===== src/rtl/bse_ram.sv =====
`timescale 1ns / 1ps
// ----------------------------------------------------------------------------
// bse_ram
// Generic single-port RAM with registered read.
// ----------------------------------------------------------------------------
module bse_ram #(
   parameter int Width = 8,
   parameter int Depth = 16
) (
   input  logic                     clock,
   input  logic                     wr_en,
   input  logic [$clog2(Depth)-1:0] addr,
   input  logic [Width-1:0]         wr_data,
   output logic [Width-1:0]         rd_data
);
   logic [Width-1:0] mem [Depth];

   always_ff @(posedge clock) begin
      if (wr_en) begin
         mem[addr] <= wr_data;
      end
      rd_data <= mem[addr];
   end
endmodule


===== config.mk =====
export PLATFORM = sky130hd
export DESIGN_NAME = bse_ram
export DESIGN_NICKNAME = d
export VERILOG_FILES = /design/src/rtl/bse_ram.sv
export SDC_FILE = /design/constraint.sdc
export NUM_CORES = 1
export LEC_CHECK = 0
export ABC_AREA = 1
export ABC_CLOCK_PERIOD_IN_PS = 2200
export BUFFER_PORTS_ARGS = -buffer_cell sky130_fd_sc_hd__buf_2
export CORE_ASPECT_RATIO = 0.6
export CORE_MARGIN = 1
export CORE_UTILIZATION = 35
export CTS_CLUSTER_DIAMETER = 150
export CTS_CLUSTER_SIZE = 30
export DETAILED_ROUTE_END_ITERATION = 10
export GPL_TIMING_DRIVEN = 0
export HOLD_SLACK_MARGIN = 0.05
export PLACE_DENSITY = 0.48
export SLEW_MARGIN = 20
export SYNTH_ARGS = -nofsm -noshare
export SYNTH_HDL_FRONTEND = slang
export SYNTH_SLANG_ARGS = --single-unit

===== constraint.sdc =====
create_clock -name clock -period 2.2 [get_ports clock]
set_input_delay 0.33 -clock clock [delete_from_list [all_inputs] [get_ports clock]]
set_output_delay 0.33 -clock clock [all_outputs]
set_load 0.01 [all_outputs]

==> reports/summary.log, run 1 <==
[global_routing] global-route wire length before repair 20700 um
[cells_and_area] filler-free cell count of the finished design 803
[logic_synthesis] post-synthesis instance area 0.00559 mm2
[logic_synthesis] post-synth net total 562
[floorplan] height of the die 99.9 um
[logic_synthesis] warnings from Yosys 0
[logic_synthesis] sequential area share after synthesis 0.716
[floorplan] count of standard-cell rows 35
[clock_network] root buffer cell sky130_fd_sc_hd__clkbuf_16
[drt] Pre-Repair DR Iteration Count 5
[cells_and_area] commonest non-fill, non-tap cells in the layout sky130_fd_sc_hd__nand2_1, sky130_fd_sc_hd__edfxtp_1, sky130_fd_sc_hd__buf_2
[logic_synthesis] flip-flop and latch count after synthesis 136
[clock_network] number of buffers created by CTS 17
[global_routing] maximum number of pins on one net before global-route repair 17
[hold_path] type of the worst min-delay path input pin to flip-flop
[floorplan] Die X-Extent 165 um
[sta] worst slew margin relative to its limit 0.384
[floorplan] starting utilization of the core area 0.362
[power] leakage component of the power 0.00276 uW
[sta] share of the clock period used by the worst path after layout 0.929
[place] Final Wtd Congestion 0.767
[setup_path] r2r startpoint mem[14][2]
[cells_and_area] most common library cell in the layout ignoring fill and taps sky130_fd_sc_hd__nand2_1
[clock_network] postcts setup bufs 0
[drt] Vias 3672
[cells_and_area] utilization after layout 0.419
[clock_network] post-cts repair resize count 0
[logic_synthesis] gate count after technology mapping 548
[cells_and_area] fill count 1509
[logic_synthesis] top-area cell type share of the netlist area 0.687
[logic_synthesis] number of distinct library cell variants in the gate-level netlist after synthesis 11
[logic_synthesis] share of synthesized area spent on multiplexers 0
[place] dpl ws -0.231 ns
[logic_synthesis] fraction of the mapped netlist area in simple logic gates 0.248
[drt] routed length per placed instance 16.9 um
[setup_path] Worst Path Max Fanout 10
[setup_path] Critical Path Source addr[1]
[sta] fmax 489 MHz
[floorplan] DIE AREA 0.0165 mm2
[logic_synthesis] dominant combinational cell family by area after synthesis simple AND/OR/NAND/NOR gates
[place] Detail Placement HPWL 9040 um
[logic_synthesis] Syn Area/Cell 10.2 um2
[clock_network] Post-CTS Hold Fix Bufs 0
[clock_network] CTS max path bufs 2
[clock_network] clock transition at the register clock pins on the worst setup and hold paths after CTS 0.06 ns
[floorplan] core area 0.0155 mm2
[cells_and_area] ant diodes 0
[drt] drt via density 4.57
[clock_network] clock network latency to the later pin of the worst-skew pair 0.41 ns
[hold_path] Hold Crit Start wr_data[1]
[clock_network] H-Tree Depth 4
[logic_synthesis] xor/xnor share of the synthesized area 0
[global_routing] final global-route overflow total 0
[drt] DRC violation count after routing 0
[setup_path] arrival time worst endpoint 2.08 ns
[global_routing] via count of the first global-routing pass 3538
[global_routing] antenna violations before repair 0
[global_routing] Total GRT Usage 0.178
[flow_run] max-cap violation count 0
[drt] post-route ant nets 0
[setup_path] required time of the worst setup path 2.23 ns
[sta] Fin Clk Skew 0.00603 ns
[sta] final setup violation count 0
[drt] final WL 13600 um
[drt] starting DRC count in detailed routing 279
[logic_synthesis] share of the synthesized area in compound gates (AO/OA/AOI/OAI) 0
[sta] crit path setup slack, layout 0.156 ns
[logic_synthesis] leading cell types by total area after synthesis sky130_fd_sc_hd__edfxtp_1, sky130_fd_sc_hd__nand2_1, sky130_fd_sc_hd__dfxtp_1, sky130_fd_sc_hd__inv_1, sky130_fd_sc_hd__nor2_1
[cells_and_area] fraction of final layout cells sized beyond drive strength 1 0.107
[place] Placed Cells 771
[place] count of buffers inserted at the top-level ports 20
[sta] setup repair after global routing missed its margin false
[setup_path] crit path kind input pin to flip-flop
[floorplan] count of pins on the block boundary 22
[logic_synthesis] library cell occupying the most area in the post-synthesis netlist sky130_fd_sc_hd__edfxtp_1
[sta] number of hold violations in the final report 0
[sta] post-layout min period 2.04 ns
[setup_path] kind of capture point of the worst setup path flip-flop
[sta] transition time at the pin with the least slew margin 0.920 ns
[cells_and_area] NumNets Final 601
[sta] final-report max-slew violation count 0
[cells_and_area] Area growth, synth to finish 15.7%
[logic_synthesis] synthesized-area fraction occupied by adder cells 0
[setup_path] startpoint types input pin
[run_status] run status finished clean
[power] Pwr Density 907 mW/mm2
[power] peak supply drop 423 uV
[clock_network] clock tree from TritonCTS yes
[clock_network] Clock Sinks 136
==> synth_stat cells <==
cell type / number
sky130_fd_sc_hd__buf_2: 12
sky130_fd_sc_hd__buf_4: 6
sky130_fd_sc_hd__clkbuf_1: 3
sky130_fd_sc_hd__clkinv_1: 1
sky130_fd_sc_hd__dfxtp_1: 8
sky130_fd_sc_hd__edfxtp_1: 128
sky130_fd_sc_hd__inv_1: 21
sky130_fd_sc_hd__inv_2: 1
sky130_fd_sc_hd__nand2_1: 346
sky130_fd_sc_hd__nand3_1: 4
sky130_fd_sc_hd__nor2_1: 18
==> worst paths after layout <==
check,depth (start not counted),endpoint,slack [ns]
min,1,mem[8][1],0.36
max,4,mem[2][1],0.16
min reg2reg,8,rd_data[6],0.74
max reg2reg,8,rd_data[2],1.11
==> critical path: stages <==
cell and delay [ns]:
sky130_fd_sc_hd__buf_2 0.20, sky130_fd_sc_hd__clkbuf_1 0.43, sky130_fd_sc_hd__nand3_1 0.33, sky130_fd_sc_hd__nor2_1 0.78
==> flip-flops by register name, indices dropped and copies added, names as in the netlist <==
| register | cells |
|---|---|
| mem | 128 |
| rd_data | 8 |
==> cell families (layout without fill, tap and decap cells) <==
| group | Yosys count | count (layout) |
|---|---|---|
| DFF | 136 | 136 |
| and+or+nand+nor | 368 | 368 |
| buffers and inverters | 44 | 96 |
==> per-stage QoR <==
stage | TNS [ns] | hold slack [ns] | total power (uW) | area (um2)
after CTS | 0 | 0.356 | 5900 | 6470
after global routing | 0 | 0.355 | 6050 | 6470
after detailed placement | -11.78 | 0.724 | 3340 | 5950
final | 0 | 0.362 | 5870 | 6470
after floorplan | 0 | 0.429 | 3170 | 5590
after global placement | -9.68 | 0.725 | 3340 | 5950
==> power by group <==
group | internal [uW] | total [uW] | switching [uW]
registers | 2900 | 2910 | 13.0
logic | 99.1 | 373 | 274
clock network | 1530 | 2580 | 1050
total | 4530 | 5870 | 1340
==> cell type report <==
cell class	instances	area, um2	share of cell area
Multi-Input combinational cell	368	1390	0.214
Clock inverter	11	82.6	0.0128
Clock buffer	21	440	0.0681
Inverter	23	86.3	0.0133
Timing Repair Buffer	20	100	0.0155
Tap cell	203	254	0.0393
Buffer	21	116	0.0180
Sequential cell	136	4000	0.619
==> routing by layer <==
layer | GRT usage | vias up | wire (um)
met5 | 0 | - | 0
li1 | - | 1831 | -
met1 | 0.268 | 1755 | 7140
met3 | 0.0483 | 18 | 641
met2 | 0.252 | 68 | 5620
met4 | 0.0466 | 0 | 161
(Power assumes the default switching activity.)
==> run 2, diff against run 1 <==
--- a/config.mk
+++ b/config.mk
@@ -10,13 +10,13 @@
 export BUFFER_PORTS_ARGS = -buffer_cell sky130_fd_sc_hd__buf_2
 export CORE_ASPECT_RATIO = 0.6
 export CORE_MARGIN = 1
-export CORE_UTILIZATION = 35
+export CORE_UTILIZATION = 48
 export CTS_CLUSTER_DIAMETER = 150
 export CTS_CLUSTER_SIZE = 30
 export DETAILED_ROUTE_END_ITERATION = 10
 export GPL_TIMING_DRIVEN = 0
 export HOLD_SLACK_MARGIN = 0.05
-export PLACE_DENSITY = 0.48
+export PLACE_DENSITY = 0.62
 export SLEW_MARGIN = 20
 export SYNTH_ARGS = -nofsm -noshare
 export SYNTH_HDL_FRONTEND = slang
==> run 2 against run 1 <==
Effect of this change: final area rose by 0.91%; clock power rose by 18%; worst setup slack improved by 0.094 ns; highest routed layer unchanged.
==> reports/summary.log, run 2 (synthesis gave the netlist of run 1 again) <==
[drt] DRC violation count after routing 0 [unchanged]
[sta] number of hold violations in the final report 0 [unchanged]
[cells_and_area] Area growth, synth to finish 16.7% [was 15.7%]
[power] Overall Power 6330 uW [was 5870 uW]
[cells_and_area] most common library cell in the layout ignoring fill and taps sky130_fd_sc_hd__nand2_1 [unchanged]
[clock_network] Post-CTS Hold Fix Bufs 0 [unchanged]
[clock_network] clock tree from TritonCTS yes [unchanged]
[global_routing] GRT met1 Usage 0.338 [was 0.268]
[drt] Vias 3700 [was 3672]
[place] dpl ws -0.147 ns [was -0.231 ns]
[floorplan] count of pins on the block boundary 22 [unchanged]
[clock_network] root buffer cell sky130_fd_sc_hd__clkbuf_16 [unchanged]
[setup_path] r2r startpoint mem[15][2] [was mem[14][2]]
[setup_path] endpoint of the most critical setup path mem[3][0] [was mem[2][1]]
[setup_path] CP max-delay cell sky130_fd_sc_hd__nor2_1 [unchanged]
[global_routing] met3 usage in global routing 0.0547 [was 0.0483]
[global_routing] via count of the first global-routing pass 3521 [was 3538]
[cells_and_area] fraction of final layout cells sized beyond drive strength 1 0.110 [was 0.107]
[setup_path] cells along the critical path buf_2, clkbuf_1, nand3_1, nor2_1 [unchanged]
[sta] Sum Neg Setup Slack 0 ns [unchanged]
[global_routing] Total GRT Usage 0.226 [was 0.178]
[global_routing] maximum number of pins on one net before global-route repair 17 [unchanged]
[place] Placed Cells 728 [was 771]
[place] Detail Placement HPWL 8160 um [was 9040 um]
[sta] final-report max-slew violation count 0 [unchanged]
[power] peak supply drop 639 uV [was 423 uV]
[sta] fmax 513 MHz [was 489 MHz]
[cells_and_area] largest register by flop count mem [unchanged]
[sta] crit path setup slack, layout 0.250 ns [was 0.156 ns]
[sta] share of the clock period used by the worst path after layout 0.886 [was 0.929]
[setup_path] Critical Path Source addr[1] [unchanged]
[drt] Pre-Repair DR Iteration Count 4 [was 5]
[cells_and_area] commonest non-fill, non-tap cells in the layout sky130_fd_sc_hd__nand2_1, sky130_fd_sc_hd__edfxtp_1, sky130_fd_sc_hd__buf_2 [unchanged]
[drt] starting DRC count in detailed routing 248 [was 279]
[drt] drt via density 4.87 [was 4.57]
[clock_network] clock network latency to the later pin of the worst-skew pair 0.42 ns [was 0.41 ns]
[setup_path] cell class contributing the biggest share of worst-path delay simple AND/OR/NAND/NOR gates [unchanged]
[clock_network] H-Tree Depth 4 [unchanged]
[setup_path] startpoint types input pin [unchanged]
[power] leakage component of the power 0.00281 uW [was 0.00276 uW]
[sta] final setup violation count 0 [unchanged]
[setup_path] terminus of the critical flop-to-flop path rd_data[2] [unchanged]
[setup_path] kind of capture point of the worst setup path flip-flop [unchanged]
[power] Pwr Density 969 mW/mm2 [was 907 mW/mm2]
[setup_path] crit path kind input pin to flip-flop [unchanged]
[global_routing] global-route wire length before repair 19200 um [was 20700 um]
[cells_and_area] NumNets Final 601 [unchanged]
[flow_run] max-cap violation count 0 [unchanged]
[floorplan] count of standard-cell rows 30 [was 35]
[setup_path] Buf+Inv Stages, Crit Path 2 [unchanged]
[floorplan] starting utilization of the core area 0.493 [was 0.362]
[sta] worst slew margin relative to its limit 0.443 [was 0.384]
[place] count of buffers inserted at the top-level ports 20 [unchanged]
[clock_network] Clock Sinks 136 [unchanged]
[cells_and_area] Top Registers mem: 128 flops, rd_data: 8 flops [unchanged]
[drt] routed length per placed instance 16.5 um [was 16.9 um]
[floorplan] DIE AREA 0.0121 mm2 [was 0.0165 mm2]
[clock_network] post-cts repair resize count 0 [unchanged]
[drt] post-route ant nets 0 [unchanged]
[setup_path] depth of the most critical reg-to-reg path 8 [unchanged]
[setup_path] number of cells on the critical path 4 [unchanged]
[cells_and_area] area occupied by registers 0.00400 mm2 [unchanged]
[cells_and_area] fill count 977 [was 1509]
[setup_path] required time of the worst setup path 2.24 ns [was 2.23 ns]
[setup_path] worst stage delay on the critical path 0.73 ns [was 0.78 ns]
[setup_path] arrival time worst endpoint 1.99 ns [was 2.08 ns]
[cells_and_area] filler-free cell count of the finished design 760 [was 803]
[floorplan] Die X-Extent 141 um [was 165 um]
[sta] Min Hold Slack 0.346 ns [was 0.362 ns]
[clock_network] postcts setup bufs 0 [unchanged]
[setup_path] Worst Path Max Fanout 10 [unchanged]
[sta] transition time at the pin with the least slew margin 0.832 ns [was 0.920 ns]
[global_routing] Top Usage Layer GRT met1 [unchanged]
[place] Final Wtd Congestion 0.925 [was 0.767]
[sta] post-layout min period 1.95 ns [was 2.04 ns]
[clock_network] CTS max path bufs 2 [unchanged]
[sta] Fin Clk Skew 0.00653 ns [was 0.00603 ns]
[setup_path] r2r setup slk 1.17 ns [was 1.11 ns]
[drt] final WL 12500 um [was 13600 um]
[clock_network] clock transition at the register clock pins on the worst setup and hold paths after CTS 0.06 ns [about the same]
[clock_network] number of buffers created by CTS 17 [unchanged]
[run_status] run status finished clean [unchanged]
[global_routing] met2 track demand over resource 0.314 [was 0.252]
[cells_and_area] area of the multi-input gates 0.00139 mm2 [unchanged]
[global_routing] final global-route overflow total 0 [unchanged]
[sta] setup repair after global routing missed its margin false [unchanged]
[floorplan] core area 0.0113 mm2 [was 0.0155 mm2]
[hold_path] type of the worst min-delay path input pin to flip-flop [unchanged]
[cells_and_area] max FFs per register 128 [unchanged]
[global_routing] antenna violations before repair 0 [unchanged]
[floorplan] height of the die 85.6 um [was 99.9 um]
run 2: worst min path at each step:
stage	from	endpoint	slack, ns	cells after the start
6_report	wr_data[0]	mem[12][0]	0.35	1
3_3_place_gp	mem[0][5]	rd_data[5]	0.72	8
2_1_floorplan	wr_data[0]	mem[0][0]	0.43	0
3_5_place_dp	mem[5][2]	rd_data[2]	0.71	8
4_1_cts	wr_data[0]	mem[12][0]	0.34	1
5_1_grt	wr_data[0]	mem[12][0]	0.35	1
run 2: routing by layer:
metal,wire (um),up-vias
li1,-,1834
met3,785,22
met5,0,-
met4,205,0
met2,5260,105
met1,6260,1739
run 2: through the flow:
step / cell area, um2 / util
after floorplan: 5590 / -
after detailed placement: 5890 / 0.520
final: 6530 / 0.576
after CTS: 6530 / 0.576
after global placement: 5890 / 0.520
after global routing: 6530 / 0.576
run 2: report_power, final:
group | switching (uW) | internal, uW | total (uW) | leakage (uW)
Clock | 1050 | 2000 | 3050 | 0.000303
Combinational | 266 | 99.1 | 365 | 0.00128
Sequential | 14.5 | 2900 | 2910 | 0.00122
run 2: area by class of cell:
| class | count | area share |
|---|---|---|
| Clock inverter | 12 | 0.0307 |
| Clock buffer | 19 | 0.0663 |
| Tap cell | 160 | 0.0307 |
| Antenna cell | 1 | 0.000383 |
| Sequential cell | 136 | 0.613 |
| Timing Repair Buffer | 20 | 0.0153 |
| Inverter | 23 | 0.0132 |
| Buffer | 21 | 0.0178 |
| Multi-Input combinational cell | 368 | 0.212 |
